## src/design/tch_fifo.sv

```systemverilog
// ----------------------------------------------------------------------------
// tch_fifo: small synchronous queue
// Register-array queue with occupancy count; full and empty come from the count.
// ----------------------------------------------------------------------------
module tch_fifo #(
  parameter int W     = 16,
  parameter int DEPTH = 4
) (
  input  logic         clk,
  input  logic         rst,
  input  logic         push,
  input  logic [W-1:0] din,
  output logic         full,
  input  logic         pop,
  output logic [W-1:0] dout,
  output logic         empty
);

  localparam int AW   = (DEPTH > 1) ? $clog2(DEPTH) : 1;
  localparam int CNTW = $clog2(DEPTH + 1);

  logic [W-1:0]    mem [DEPTH];
  logic [AW-1:0]   wr_ptr;
  logic [AW-1:0]   rd_ptr;
  logic [CNTW-1:0] count;
  logic            do_push;
  logic            do_pop;

  assign full    = (count == CNTW'(DEPTH));
  assign empty   = (count == '0);
  assign do_push = push & ~full;
  assign do_pop  = pop & ~empty;
  assign dout    = mem[rd_ptr];

  always_ff @(posedge clk) begin
    if (rst) begin
      wr_ptr <= '0;
      rd_ptr <= '0;
      count  <= '0;
    end else begin
      if (do_push) begin
        wr_ptr <= (wr_ptr == AW'(DEPTH - 1)) ? '0 : wr_ptr + 1'b1;
      end
      if (do_pop) begin
        rd_ptr <= (rd_ptr == AW'(DEPTH - 1)) ? '0 : rd_ptr + 1'b1;
      end
      if (do_push && !do_pop) begin
        count <= count + 1'b1;
      end else if (do_pop && !do_push) begin
        count <= count - 1'b1;
      end
    end
  end

  always_ff @(posedge clk) begin
    if (do_push) begin
      mem[wr_ptr] <= din;
    end
  end

endmodule

```

## config.mk

```make
export PLATFORM = sky130hd
export DESIGN_NAME = tch_fifo
export DESIGN_NICKNAME = d
export VERILOG_FILES = /design/src/design/tch_fifo.sv
export SDC_FILE = /design/constraint.sdc
export NUM_CORES = 1
export LEC_CHECK = 0
export ABC_AREA = 1
export BUFFER_PORTS_ARGS = -buffer_cell sky130_fd_sc_hd__clkbuf_2
export CAP_MARGIN = 10
export CORE_ASPECT_RATIO = 0.8
export CORE_UTILIZATION = 60
export CTS_BUF_LIST = sky130_fd_sc_hd__clkbuf_16
export CTS_CLUSTER_SIZE = 28
export DETAILED_ROUTE_END_ITERATION = 7
export PLACE_DENSITY = 0.83
export SLEW_MARGIN = 20
export SYNTH_ARGS = -nofsm -noshare
export SYNTH_HDL_FRONTEND = slang
export SYNTH_SLANG_ARGS = --single-unit
export TNS_END_PERCENT = 5
```

## constraint.sdc

```tcl
create_clock -name clk -period 3.21 [get_ports clk]
set_input_delay 0.1605 -clock clk [delete_from_list [all_inputs] [get_ports clk]]
set_output_delay 0.1605 -clock clk [all_outputs]
set_load 0.01 [all_outputs]
```

==> results_tabular.tex, run 1 <==
\begin{tabular}{lr}
\hline
Metric & Value \\
\hline
\multicolumn{2}{l}{\textbf{Synthesis}} \\
\quad Number of distinct library cells after synthesis & 19 \\
\quad Most frequent cell after synthesis & sky130\_fd\_sc\_hd\_\_edfxtp\_1 \\
\quad Share of the synthesized area in the top cell type & 67.2\% \\
\quad Total nets after synthesis & 252 \\
\quad Sequential-to-total area share from yosys stat & around three quarters \\
\quad Post-synth ARST share & 0\% \\
\quad Number of synthesized register bits & between 70 and 80 \\
\quad YS warnings & 0 \\
\quad Number of synthesized flops with an enable pin & between 60 and 70 \\
\quad Syn Inst Count & around 230 \\
\quad Cell accounting for the most synthesized area & sky130\_fd\_sc\_hd\_\_edfxtp\_1 \\
\quad Netlist area before placement & around 2900 sq um \\
\quad Most used flip-flop cell after synthesis & sky130\_fd\_sc\_hd\_\_edfxtp\_1 \\
\quad Cells taking the most area after synthesis & sky130\_fd\_sc\_hd\_\_edfxtp\_1 (67\%), sky130\_fd\_sc\_hd\_\_nor2\_1 (6.4\%), sky130\_fd\_sc\_hd\_\_dfxtp\_1 (6.3\%) \\
\quad Mean instance size in the synthesized netlist & roughly 13 sq um \\
\quad Cell types with the highest counts after synthesis & sky130\_fd\_sc\_hd\_\_edfxtp\_1 (64), sky130\_fd\_sc\_hd\_\_nor2\_1 (49), sky130\_fd\_sc\_hd\_\_o21ai\_1 (28) \\
\multicolumn{2}{l}{\textbf{Die}} \\
\quad Boundary Pins & 38 \\
\quad Placeable Area & between 4000 and 5000 sq um \\
\quad \# rows & 22 \\
\quad Horizontal die dimension & 79.2 um \\
\quad Initial Util & $\sim$63\% \\
\quad DIE AREA & roughly 5000 sq um \\
\quad Y dimension of the die & between 60 and 70 um \\
\multicolumn{2}{l}{\textbf{Job}} \\
\quad Max-cap viol count & 0 \\
\multicolumn{2}{l}{\textbf{Clocking}} \\
\quad Source-to-sink clock delay at the later pin of the worst-skew pair & about 0.33 ns \\
\quad Post-CTS resize count & 0 \\
\quad Clock root buffer & sky130\_fd\_sc\_hd\_\_clkbuf\_16 \\
\quad Clock sink count & 73 \\
\quad Maximum clock path buffer count & 2 \\
\quad Number of buffers added to fix hold violations after cts & 0 \\
\quad TritonCTS Buffers & 9 \\
\quad Clk slew on worst S/H paths & 0.06 ns \\
\quad H-tree lvl count & 3 \\
\quad Count of buffers added by post-CTS timing repair for setup & 0 \\
\quad Clock tree from TritonCTS & yes \\
\multicolumn{2}{l}{\textbf{Setup path}} \\
\quad Setup crit start kind & register \\
\quad Kind of end point of the critical path & output port \\
\quad Type of the worst setup path & reg2out \\
\quad Startpoint of the lowest-slack register-to-register path & count[0] \\
\quad Register-to-register setup slack & 1.37 ns \\
\quad Cell depth of the worst flop-to-flop path & 9 \\
\quad Critical-path maximum fanout & 17 \\
\quad Crit Reg-Reg Endpoint & count[1] \\
\quad Worst endpoint required time & 3.05 ns \\
\quad Signal arrival time at the worst endpoint & 1.68 ns \\
\multicolumn{2}{l}{\textbf{STA}} \\
\quad Least-Margin Pin Slew & around 0.58 ns \\
\quad Number of hold violations in the final report & 0 \\
\quad Time the final worst path needs with I/O delays and setup & between 1.5 and 2 ns \\
\quad Fraction of the cycle the final worst path needs & between 50 and 60\% \\
\quad Final setup violation count & 0 \\
\quad Maximum clock skew at final layout & approximately 0.0052 ns \\
\quad Fmax & about 540 MHz \\
\quad Worst slew margin & 61.5\% \\
\quad Final Max Slew Viols & 0 \\
\quad Sum Neg Setup Slack & 0 ns \\
\quad Setup repair after global routing missed its margin & false \\
\multicolumn{2}{l}{\textbf{Place}} \\
\quad Count of buffers inserted at the top-level ports & 37 \\
\quad RD Place Congestion & roughly 0.84 \\
\quad HPWL after DPL & between 3000 and 4000 um \\
\multicolumn{2}{l}{\textbf{Global routing}} \\
\quad Initial antenna violation count & 0 \\
\quad Residual overflow from global routing & 0 \\
\quad Global-route wire length before repair & 7990 um \\
\quad Number of global-route vias before repair & between 1500 and 2000 \\
\quad All-layer global routing usage & between 20\% and 30\% \\
\quad Largest net degree at the start of global routing & 33 \\
\multicolumn{2}{l}{\textbf{Detailed routing}} \\
\quad Vias after detailed routing & roughly 1800 \\
\quad Number of vias per cell & 5.31 \\
\quad Number of remaining DRC errors & 0 \\
\quad Remaining number of nets flagged by the antenna check after routing & 0 \\
\quad Count of routing violations after the opening detailed-route iteration & 148 \\
\quad Routed length per instance & around 15 um \\
\quad First-pass DRT Iterations & 5 \\
\quad Final wirelength & between 4000 and 5000 um \\
\multicolumn{2}{l}{\textbf{Hold path}} \\
\quad Depth of the worst hold-timing path & 2 \\
\quad Beginning of the worst hold path & rst \\
\quad Terminating pin of the worst hold path & count[0] \\
\quad Worst min-delay path category & in2reg \\
\multicolumn{2}{l}{\textbf{Power}} \\
\quad Power density over the cells & between 800 and 900 nW/um\^{}2 \\
\quad Max IR drop VDD & about 0.67 mV \\
\quad Tot Pwr & just over 3 mW \\
\quad Leakage power & $\sim$1.3 nW \\
\multicolumn{2}{l}{\textbf{Finish}} \\
\quad Layout cell share with drive strength beyond 1 & between 20 and 25\% \\
\quad Layout Area Growth over Synthesis & 19.7\% \\
\quad Inserted Diodes & 0 \\
\quad NumNets Final & $\sim$300 \\
\multicolumn{2}{l}{\textbf{Run status}} \\
\quad Run status & complete, no violations \\
\hline
\end{tabular}
-- sequential cells by signal (all words and copies together), names as in the netlist, named ones only --
register and cells:
wr_ptr 2, mem 64, count 3, rd_ptr 2
-- cell usage in the layout, fill, tap and decap left out --
cell                          n
sky130_fd_sc_hd__a21oi_1      2
sky130_fd_sc_hd__nand3_1      1
sky130_fd_sc_hd__xor2_1       1
sky130_fd_sc_hd__nand2_1     13
sky130_fd_sc_hd__o21ai_1     28
sky130_fd_sc_hd__clkinvlp_4   1
sky130_fd_sc_hd__clkbuf_2    37
sky130_fd_sc_hd__nor2_1      49
sky130_fd_sc_hd__dfxtp_1      9
sky130_fd_sc_hd__bufinv_16    2
sky130_fd_sc_hd__clkinv_2     2
sky130_fd_sc_hd__nand4_1      1
sky130_fd_sc_hd__edfxtp_1    64
sky130_fd_sc_hd__nand3b_1     2
sky130_fd_sc_hd__o22ai_1     16
sky130_fd_sc_hd__buf_4        5
sky130_fd_sc_hd__inv_2        2
sky130_fd_sc_hd__clkbuf_16    9
sky130_fd_sc_hd__o21ai_0      5
sky130_fd_sc_hd__clkinv_1     2
sky130_fd_sc_hd__fa_1         1
sky130_fd_sc_hd__inv_1       16
sky130_fd_sc_hd__ha_1         6
sky130_fd_sc_hd__nand2_2      1
-- power by group --
group / leakage, nW / internal, mW / switching (mW)
combinational: 0.521 / 0.284 / 0.490
clock: 0.150 / 0.670 / 0.341
sequential: 0.661 / 1.17 / 0.0706
-- final cells by class --
type	instances	area, sq um
Fill cell	307	1150
Clock buffer	9	225
Multi-Input combinational cell	126	644
Inverter	18	67.6
Timing Repair Buffer	42	223
Tap cell	60	75.1
Clock inverter	7	85.1
Sequential cell	73	2100
-- per-stage QoR --
stage | cells | instance area [sq um] | setup slack [ns] | hold WS [ns] | utilization [%]
2_1_floorplan | 225 | 2860 | 1.47 | 0.233 | -
3_3_place_gp | 319 | 3110 | 1.44 | 0.339 | 68.1
3_5_place_dp | 319 | 3110 | 1.39 | 0.357 | 68.1
4_1_cts | 335 | 3420 | 1.33 | 0.00791 | 74.9
5_1_grt | 335 | 3420 | 1.14 | 0.0197 | 74.9
6_report | 335 | 3420 | 1.36 | 0.0147 | 74.9
-- worst max-delay path by stage --
stage	start	end	slack (ns)
2_1_floorplan	count[0]	mem[0][0]	1.47
3_3_place_gp	count[1]	count[1]	1.44
3_5_place_dp	count[0]	count[1]	1.39
4_1_cts	register	dout[8]	1.33
5_1_grt	count[0]	count[1]	1.14
6_report	register	dout[8]	1.36
-- critical path, stage by stage (launching register included) --
cell and delay, ns:
sky130_fd_sc_hd__dfxtp_1 0.68, sky130_fd_sc_hd__inv_2 0.26, sky130_fd_sc_hd__o21ai_1 0.14, sky130_fd_sc_hd__o22ai_1 0.11, sky130_fd_sc_hd__clkbuf_2 0.14
-- cells by family (layout without fill, tap and decap cells) --
family	after synthesis	in the layout	share of synthesized area, %
compound gates	51	51	9.63
xor+xnor	1	1	0.306
fa+ha+maj	7	7	3.33
buf+inv	26	76	3.94
flops	73	73	73.5
simple gates	67	67	9.28
-- metal layers --
layer  vias up  global-route usage, %  wire (um)
met5         -                      0          0
met4         0                   10.2         84
met3         5                   9.00        231
met2        47                   34.9       2400
met1       836                   28.6       2210
li1        891                      -          -
No activity file was read; power rests on OpenSTA's default activity.
==> inputs of run 2 (changes only) <==
- CORE_UTILIZATION: 60 -> 56
- PLACE_DENSITY: 0.83 -> 0.78
- clock period: 3.21 -> 1.8 ns (I/O delays scaled with it)
==> run 2 against run 1 <==
  * Final area up 7.2%
  * Non-clock buffer count is 23 higher
  * Global-route usage down 0.81 points
  * Critical path type is now reg2reg
  * Largest cell class unchanged
  * Highest routed layer unchanged
==> results_tabular.tex, run 2 (synthesis results as in run 1) <==
\begin{tabular}{lr}
\hline
Metric & Value \\
\hline
\multicolumn{2}{l}{\textbf{Die}} \\
\quad Y dimension of the die & 65.9 um (+3.4\%) \\
\quad Horizontal die dimension & 81.9 um (+3.4\%) \\
\quad \# rows & 22 (unchanged) \\
\quad Initial Util & 60.4\% (-2.2 points) \\
\quad Placeable Area & 4730 sq um (+3.6\%) \\
\quad Boundary Pins & 38 (unchanged) \\
\quad DIE AREA & 5400 sq um (+6.9\%) \\
\multicolumn{2}{l}{\textbf{Global routing}} \\
\quad Global-route wire length before repair & 8090 um (+1.3\%) \\
\quad Number of global-route vias before repair & 1715 (+0.65\%) \\
\quad All-layer global routing usage & 21.9\% (-0.81 points) \\
\quad Residual overflow from global routing & 0 (unchanged) \\
\quad Initial antenna violation count & 0 (unchanged) \\
\quad Largest net degree at the start of global routing & 33 (unchanged) \\
\multicolumn{2}{l}{\textbf{Hold path}} \\
\quad Terminating pin of the worst hold path & wr\_ptr[1] \\
\quad Depth of the worst hold-timing path & 3 (+1) \\
\quad Beginning of the worst hold path & push \\
\quad Worst min-delay path category & in2reg \\
\multicolumn{2}{l}{\textbf{Clocking}} \\
\quad Maximum clock path buffer count & 2 (unchanged) \\
\quad Clock tree from TritonCTS & yes \\
\quad Clock root buffer & sky130\_fd\_sc\_hd\_\_clkbuf\_16 \\
\quad Clk slew on worst S/H paths & 0.05 ns (about the same) \\
\quad Source-to-sink clock delay at the later pin of the worst-skew pair & 0.33 ns (about the same) \\
\quad TritonCTS Buffers & 9 (unchanged) \\
\quad Count of buffers added by post-CTS timing repair for setup & 0 (unchanged) \\
\quad Clock sink count & 73 (unchanged) \\
\quad H-tree lvl count & 3 (unchanged) \\
\multicolumn{2}{l}{\textbf{Power}} \\
\quad Leakage power & 1.45 nW (+8.5\%) \\
\quad Max IR drop VDD & 1.42 mV (+110\%) \\
\quad Power density over the cells & 1520 nW/um\^{}2 (+72\%) \\
\multicolumn{2}{l}{\textbf{Setup path}} \\
\quad Kind of end point of the critical path & register \\
\quad Cell depth of the worst flop-to-flop path & 9 (unchanged) \\
\quad Crit Reg-Reg Endpoint & count[1] \\
\quad Startpoint of the lowest-slack register-to-register path & count[0] \\
\quad Register-to-register setup slack & 0.1 ns (-1.27 ns) \\
\quad Critical-path maximum fanout & 4 (-13) \\
\quad Worst endpoint required time & 2.02 ns (-1.03 ns) \\
\quad Setup crit start kind & register \\
\quad Type of the worst setup path & reg2reg \\
\quad Signal arrival time at the worst endpoint & 1.93 ns (+0.25 ns) \\
\multicolumn{2}{l}{\textbf{STA}} \\
\quad Final Max Slew Viols & 0 (unchanged) \\
\quad Final setup violation count & 0 (unchanged) \\
\quad Fmax & a little under 600 MHz \\
\quad Fraction of the cycle the final worst path needs & 94.7\% \\
\quad Worst slew margin & 61.1\% (-0.40 points) \\
\quad Maximum clock skew at final layout & 0.00519 ns (-0.0000434 ns) \\
\quad Number of hold violations in the final report & 0 (unchanged) \\
\quad Time the final worst path needs with I/O delays and setup & about 1.7 ns \\
\quad Least-Margin Pin Slew & 0.583 ns (+0.00596 ns) \\
\quad Final worst setup slack & 0.0961 ns (-1.27 ns) \\
\multicolumn{2}{l}{\textbf{Finish}} \\
\quad Flip-flop count of the largest register, all copies and words added & 64 (unchanged) \\
\quad Leading cell type in the layout, fill and taps excluded & sky130\_fd\_sc\_hd\_\_edfxtp\_1 \\
\quad Layout cell share with drive strength beyond 1 & 24.5\% (+3.0 points) \\
\quad Commonest cells after routing, fill and taps aside & sky130\_fd\_sc\_hd\_\_edfxtp\_1 (64), sky130\_fd\_sc\_hd\_\_nor2\_1 (48), sky130\_fd\_sc\_hd\_\_clkbuf\_2 (37) \\
\quad Layout fillers & 289 (-5.9\%) \\
\quad Register ranked first by flip-flop count & mem \\
\quad Layout Area Growth over Synthesis & 28.3\% \\
\quad Cell area after layout & 3670 sq um (+7.2\%) \\
\quad NumNets Final & 320 (+7.7\%) \\
\quad Inserted Diodes & 0 (unchanged) \\
\quad Biggest regs & mem (64), count (3) \\
\quad Number of non-filler instances in the completed layout & 358 (+6.9\%) \\
\multicolumn{2}{l}{\textbf{Place}} \\
\quad Pre-CTS WS & 0.0344 ns (-1.35 ns) \\
\quad Count of buffers inserted at the top-level ports & 37 (unchanged) \\
\quad RD Place Congestion & 0.849 (+0.76\%) \\
\quad Cell area after placement & 3160 sq um (+1.4\%) \\
\quad Number of cells after detailed placement & 325 (+1.9\%) \\
\quad HPWL after DPL & 3090 um (+2.2\%) \\
\multicolumn{2}{l}{\textbf{Detailed routing}} \\
\quad Remaining number of nets flagged by the antenna check after routing & 0 (unchanged) \\
\quad Vias after detailed routing & 1905 (+7.1\%) \\
\quad Number of vias per cell & 5.32 (+0.20\%) \\
\quad Count of routing violations after the opening detailed-route iteration & 110 (-26\%) \\
\quad Met3 routed wirelength & 354 um (+53\%) \\
\quad Detailed-routed wire length on met2 & 2630 um (+9.6\%) \\
\quad Number of remaining DRC errors & 0 (unchanged) \\
\quad M1 wire length & 2260 um (+2.3\%) \\
\quad Highest routed layer & met4 \\
\quad Routed length per instance & 14.9 um (+1.2\%) \\
\quad First-pass DRT Iterations & 4 (-1) \\
\quad Final wirelength & 5330 um (+8.1\%) \\
\multicolumn{2}{l}{\textbf{Job}} \\
\quad Max-cap viol count & 0 (unchanged) \\
\multicolumn{2}{l}{\textbf{Run status}} \\
\quad Run status & complete, no violations \\
\hline
\end{tabular}
-- run 2: cell types whose count changed in the layout (fill, tap and decap cells not counted), moves of 2 or more --
cell and change:
sky130_fd_sc_hd__buf_4 +6, sky130_fd_sc_hd__dlygate4sd3_1 +17, sky130_fd_sc_hd__nand2_1 -3, sky130_fd_sc_hd__dfxtp_1 -2
sky130_fd_sc_hd__nand2_2 +2
-- run 2: layout make-up --
cell class	instances	area (sq um)	area share, %
Multi-Input combinational cell	126	669	18.2
Clock inverter	7	86.3	2.35
Tap cell	60	75.1	2.05
Sequential cell	73	2110	57.4
Clock buffer	9	225	6.14
Timing Repair Buffer	65	438	11.9
Inverter	18	67.6	1.84
-- run 2: metal layers --
layer / global-route usage [%] / vias to the layer above
li1: - / 938
met1: 26.9 / 893
met2: 33.7 / 67
met3: 9.24 / 7
met4: 9.87 / 0
met5: 0 / -
-- run 2: per-stage QoR --
stage                     total power, mW  setup TNS (ns)  hold slack (ns)  util (%)
after global routing                 5.85         -0.0155           0.0665      77.5
final                                5.57               0           0.0644      77.5
after floorplan                      3.16               0            0.162         -
after detailed placement             3.66               0            0.270      66.7
after CTS                            5.51               0           0.0555      76.8
after global placement               3.63               0            0.265      66.7
-- run 2: worst max-delay path: stages (launching register included) --
cell and delay (ns):
sky130_fd_sc_hd__dfxtp_4 0.36, sky130_fd_sc_hd__nor2_4 0.15, sky130_fd_sc_hd__nand2_2 0.10, sky130_fd_sc_hd__nand2_2 0.07
sky130_fd_sc_hd__inv_1 0.05, sky130_fd_sc_hd__ha_2 0.17, sky130_fd_sc_hd__inv_1 0.08, sky130_fd_sc_hd__fa_2 0.43
sky130_fd_sc_hd__o21ai_1 0.14, sky130_fd_sc_hd__nor2_1 0.05
-- run 2: worst max path at each step --
stage	startpoint	to	slack, ns
3_5_place_dp	count[0]	count[2]	0.03
2_1_floorplan	count[0]	mem[0][0]	0.06
3_3_place_gp	count[1]	count[2]	0.10
6_report	count[0]	count[1]	0.1
5_1_grt	count[0]	count[1]	-0.02
4_1_cts	count[1]	count[2]	0.02
-- run 2: timing repair --
| action | CTS | global route |
|---|---|---|
| endpoints found under the hold margin | 65 | 0 |
| gates resized for setup | 0 | 12 |
| hold buffers | 17 | 0 |
| endpoints found under the setup margin | 0 | 2 |
-- run 2: report_power, final --
group          internal (mW)  switching [mW]  leakage (nW)  total, mW
Clock                   1.20           0.629         0.158       1.83
Combinational          0.588           0.946         0.626       1.53
Sequential              2.09           0.116         0.662       2.21
==> inputs of run 3 (changes only) <==
- CORE_MARGIN: not set -> 8
- clock period: 1.8 -> 1.6 ns (I/O delays scaled with it)
==> run 3 against run 2 <==
  * The run now ends with negative setup slack left
  * Global-route usage fell by 6.1 points
  * First-iteration DRC count rose by 20%
  * Critical path type unchanged
  * Non-clock buffer count rose by 7
  * Fmax rose by 4.9%
  * Final area rose by 1.1%
  * Worst hold slack improved by 0.013 ns
  * Cell count rose by 2.8%
  * Clock power fell by 7%
  * Sequential cell count did not move
  * Sequential share of layout area fell by 0.59 points
  * Core utilization fell by 3.0 points
==> results_tabular.tex, run 3 (synthesis results as in run 1) <==
\begin{tabular}{lr}
\hline
Metric & Value \\
\hline
\multicolumn{2}{l}{\textbf{Run status}} \\
\quad Run status & finished, violations left \\
\quad Violated checks & negative setup slack \\
\multicolumn{2}{l}{\textbf{Global routing}} \\
\quad Largest net degree at the start of global routing & 21 (-36\%) \\
\quad Number of global-route vias before repair & 1858 (+8.3\%) \\
\quad All-layer global routing usage & 15.8\% (-6.1 points) \\
\quad Initial antenna violation count & 1 (+1) \\
\quad Global-route wire length before repair & 8860 um (+9.5\%) \\
\quad Residual overflow from global routing & 0 (unchanged) \\
\multicolumn{2}{l}{\textbf{Detailed routing}} \\
\quad Number of vias per cell & 5.26 (-1.2\%) \\
\quad First-pass DRT Iterations & 4 (unchanged) \\
\quad Vias after detailed routing & 1935 (+1.6\%) \\
\quad Number of remaining DRC errors & 0 (unchanged) \\
\quad Final wirelength & 5820 um (+9.3\%) \\
\quad Remaining number of nets flagged by the antenna check after routing & 0 (unchanged) \\
\quad Count of routing violations after the opening detailed-route iteration & 132 (+20\%) \\
\quad Routed length per instance & 15.8 um (+6.3\%) \\
\multicolumn{2}{l}{\textbf{STA}} \\
\quad Worst slew margin & 81.1\% (+20 points) \\
\quad Least-Margin Pin Slew & 0.283 ns (-0.300 ns) \\
\quad Final setup violation count & 2 (+2) \\
\quad Final Max Slew Viols & 0 (unchanged) \\
\quad Maximum clock skew at final layout & 0.00452 ns (-0.000667 ns) \\
\quad Fmax & 616 MHz (+4.9\%) \\
\quad Sum Neg Setup Slack & -0.0272 ns (-0.0272 ns) \\
\quad Final worst setup slack & -0.0247 ns (-0.121 ns) \\
\quad Time the final worst path needs with I/O delays and setup & 1.62 ns (-0.0793 ns) \\
\quad Setup repair after global routing missed its margin & true \\
\quad Fraction of the cycle the final worst path needs & 102\% (+6.9 points) \\
\quad Number of hold violations in the final report & 0 (unchanged) \\
\multicolumn{2}{l}{\textbf{Finish}} \\
\quad Flip-flop count of the largest register, all copies and words added & 64 (unchanged) \\
\quad Leading cell type in the layout, fill and taps excluded & sky130\_fd\_sc\_hd\_\_edfxtp\_1 \\
\quad NumNets Final & 327 (+2.2\%) \\
\quad Register ranked first by flip-flop count & mem \\
\quad Number of non-filler instances in the completed layout & 368 (+2.8\%) \\
\quad Core Util, Final & 74.5\% (-3.0 points) \\
\quad Biggest regs & mem (64), count (3) \\
\quad Layout Area Growth over Synthesis & 29.7\% \\
\quad Layout cell share with drive strength beyond 1 & 28.2\% (+3.7 points) \\
\quad Commonest cells after routing, fill and taps aside & sky130\_fd\_sc\_hd\_\_edfxtp\_1 (64), sky130\_fd\_sc\_hd\_\_nor2\_1 (48), sky130\_fd\_sc\_hd\_\_clkbuf\_2 (37) \\
\quad Layout fillers & 321 (+11\%) \\
\multicolumn{2}{l}{\textbf{Setup path}} \\
\quad Cell depth of the worst flop-to-flop path & 12 (+3) \\
\quad Family of cells with the greatest summed delay on the critical path & adder cells \\
\quad Slowest cell on the critical path & sky130\_fd\_sc\_hd\_\_fa\_2 \\
\quad Start point of the critical path & count[2] \\
\quad Total stage count of the critical path & 12 (+3) \\
\quad Worst endpoint required time & 1.82 ns (-0.20 ns) \\
\quad Setup crit start kind & register \\
\quad Most common cell on crit path & sky130\_fd\_sc\_hd\_\_nand2\_2 \\
\quad Kind of end point of the critical path & register \\
\quad Type of the worst setup path & reg2reg \\
\quad Signal arrival time at the worst endpoint & 1.85 ns (-0.08 ns) \\
\quad Worst-path cell chain & inv\_1 -> nand2\_2 -> nand2\_2 -> ha\_4 -> inv\_4 -> fa\_2 -> inv\_2 -> nand2\_2 -> nand3\_2 -> nand2\_1 -> inv\_1 -> nor2\_1 \\
\quad Delay of the slowest cell on the worst path & 0.37 ns (-0.06 ns) \\
\quad Total buffers and inverters traversed by the critical path & 4 (+2) \\
\quad Crit Reg-Reg Endpoint & count[2] \\
\quad Register-to-register setup slack & -0.02 ns (-0.12 ns) \\
\quad Critical Path End & count[2] \\
\quad Critical-path maximum fanout & 3 (-1) \\
\quad Startpoint of the lowest-slack register-to-register path & count[2] \\
\multicolumn{2}{l}{\textbf{Power}} \\
\quad Max IR drop VDD & 1.09 mV (-23\%) \\
\quad Power density over the cells & 1650 nW/um\^{}2 (+9.0\%) \\
\quad Tot Pwr & 6.13 mW (+10\%) \\
\quad Leakage power & 1.45 nW (+0.30\%) \\
\multicolumn{2}{l}{\textbf{Job}} \\
\quad Max-cap viol count & 0 (unchanged) \\
\multicolumn{2}{l}{\textbf{Clocking}} \\
\quad H-tree lvl count & 3 (unchanged) \\
\quad TritonCTS Buffers & 9 (unchanged) \\
\quad Clk slew on worst S/H paths & 0.05 ns (about the same) \\
\quad Source-to-sink clock delay at the later pin of the worst-skew pair & 0.32 ns (about the same) \\
\quad Maximum clock path buffer count & 2 (unchanged) \\
\quad Clock tree from TritonCTS & yes \\
\quad Clock sink count & 73 (unchanged) \\
\quad Clock root buffer & sky130\_fd\_sc\_hd\_\_clkbuf\_16 \\
\multicolumn{2}{l}{\textbf{Die}} \\
\quad Placeable Area & 4980 sq um (+5.2\%) \\
\quad \# rows & 23 (+4.5\%) \\
\quad Boundary Pins & 38 (unchanged) \\
\quad Horizontal die dimension & 95.9 um (+17\%) \\
\quad Initial Util & 57.4\% (-3.0 points) \\
\quad DIE AREA & 7660 sq um (+42\%) \\
\quad Y dimension of the die & 79.9 um (+21\%) \\
\multicolumn{2}{l}{\textbf{Place}} \\
\quad Count of buffers inserted at the top-level ports & 37 (unchanged) \\
\quad RD Place Congestion & 0.799 (-5.9\%) \\
\quad Pre-CTS WS & -0.0634 ns (-0.0978 ns) \\
\quad Number of cells after detailed placement & 332 (+2.2\%) \\
\quad HPWL after DPL & 3530 um (+14\%) \\
\multicolumn{2}{l}{\textbf{Hold path}} \\
\quad Worst min-delay path category & in2reg \\
\hline
\end{tabular}
==> run 3: report_power, final <==
group	switching [mW]	internal [mW]	total [mW]	leakage, nW
Sequential	0.132	2.35	2.48	0.662
Combinational	1.13	0.802	1.94	0.660
Clock	0.686	1.03	1.71	0.128
==> run 3: repair_timing <==
action / CTS / global route
setup buffers: 0 / 2
resized for setup: 4 / 16
pin swaps: 0 / 8
hold buffers: 17 / 0
setup endpoints to repair: 18 / 4
endpoints found under the hold margin: 65 / 0
==> run 3: worst min path at each step <==
stage	cells past startpoint	slack, ns	to	startpoint
floorplan	1	0.15	count[0]	rst
global placement	2	0.26	count[0]	rst
detailed placement	2	0.26	count[0]	rst
CTS	3	0.07	rd_ptr[1]	pop
global route	3	0.08	wr_ptr[1]	push
finish	3	0.08	wr_ptr[1]	push
==> run 3: cell type report <==
type                            instances  area (sq um)  share of cell area, %
Clock buffer                            9           225                   6.07
Clock inverter                          7          37.5                   1.01
Sequential cell                        73          2110                   56.8
Antenna cell                            1          2.50                 0.0675
Tap cell                               62          77.6                   2.09
Inverter                               18          70.1                   1.89
Timing Repair Buffer                   72           503                   13.6
Multi-Input combinational cell        126           684                   18.5
==> run 3: layer usage <==
metal,wire [um],share of wire [%],vias up,GRT usage [%]
li1,-,-,955,-
met1,2430,42,915,17.8
met2,2930,50,55,25.8
met3,344,5.9,10,4.70
met4,124,2.1,0,10.1
met5,0,0,-,0
==> run 3: stage by stage <==
stage | cell area (sq um) | hold WS [ns]
CTS | 3650 | 0.0675
global route | 3710 | 0.0848
finish | 3710 | 0.0774
global placement | 3210 | 0.260
detailed placement | 3210 | 0.264
floorplan | 2860 | 0.152
==> run 3: worst register-to-register path, cell delays in order (launching register included) <==
cell	delay, ns
sky130_fd_sc_hd__dfxtp_1	0.34
sky130_fd_sc_hd__inv_1	0.11
sky130_fd_sc_hd__nand2_2	0.07
sky130_fd_sc_hd__nand2_2	0.10
sky130_fd_sc_hd__ha_4	0.17
sky130_fd_sc_hd__inv_4	0.04
sky130_fd_sc_hd__fa_2	0.37
sky130_fd_sc_hd__inv_2	0.07
sky130_fd_sc_hd__nand2_2	0.05
sky130_fd_sc_hd__nand3_2	0.06
sky130_fd_sc_hd__nand2_1	0.06
sky130_fd_sc_hd__inv_1	0.06
sky130_fd_sc_hd__nor2_1	0.04
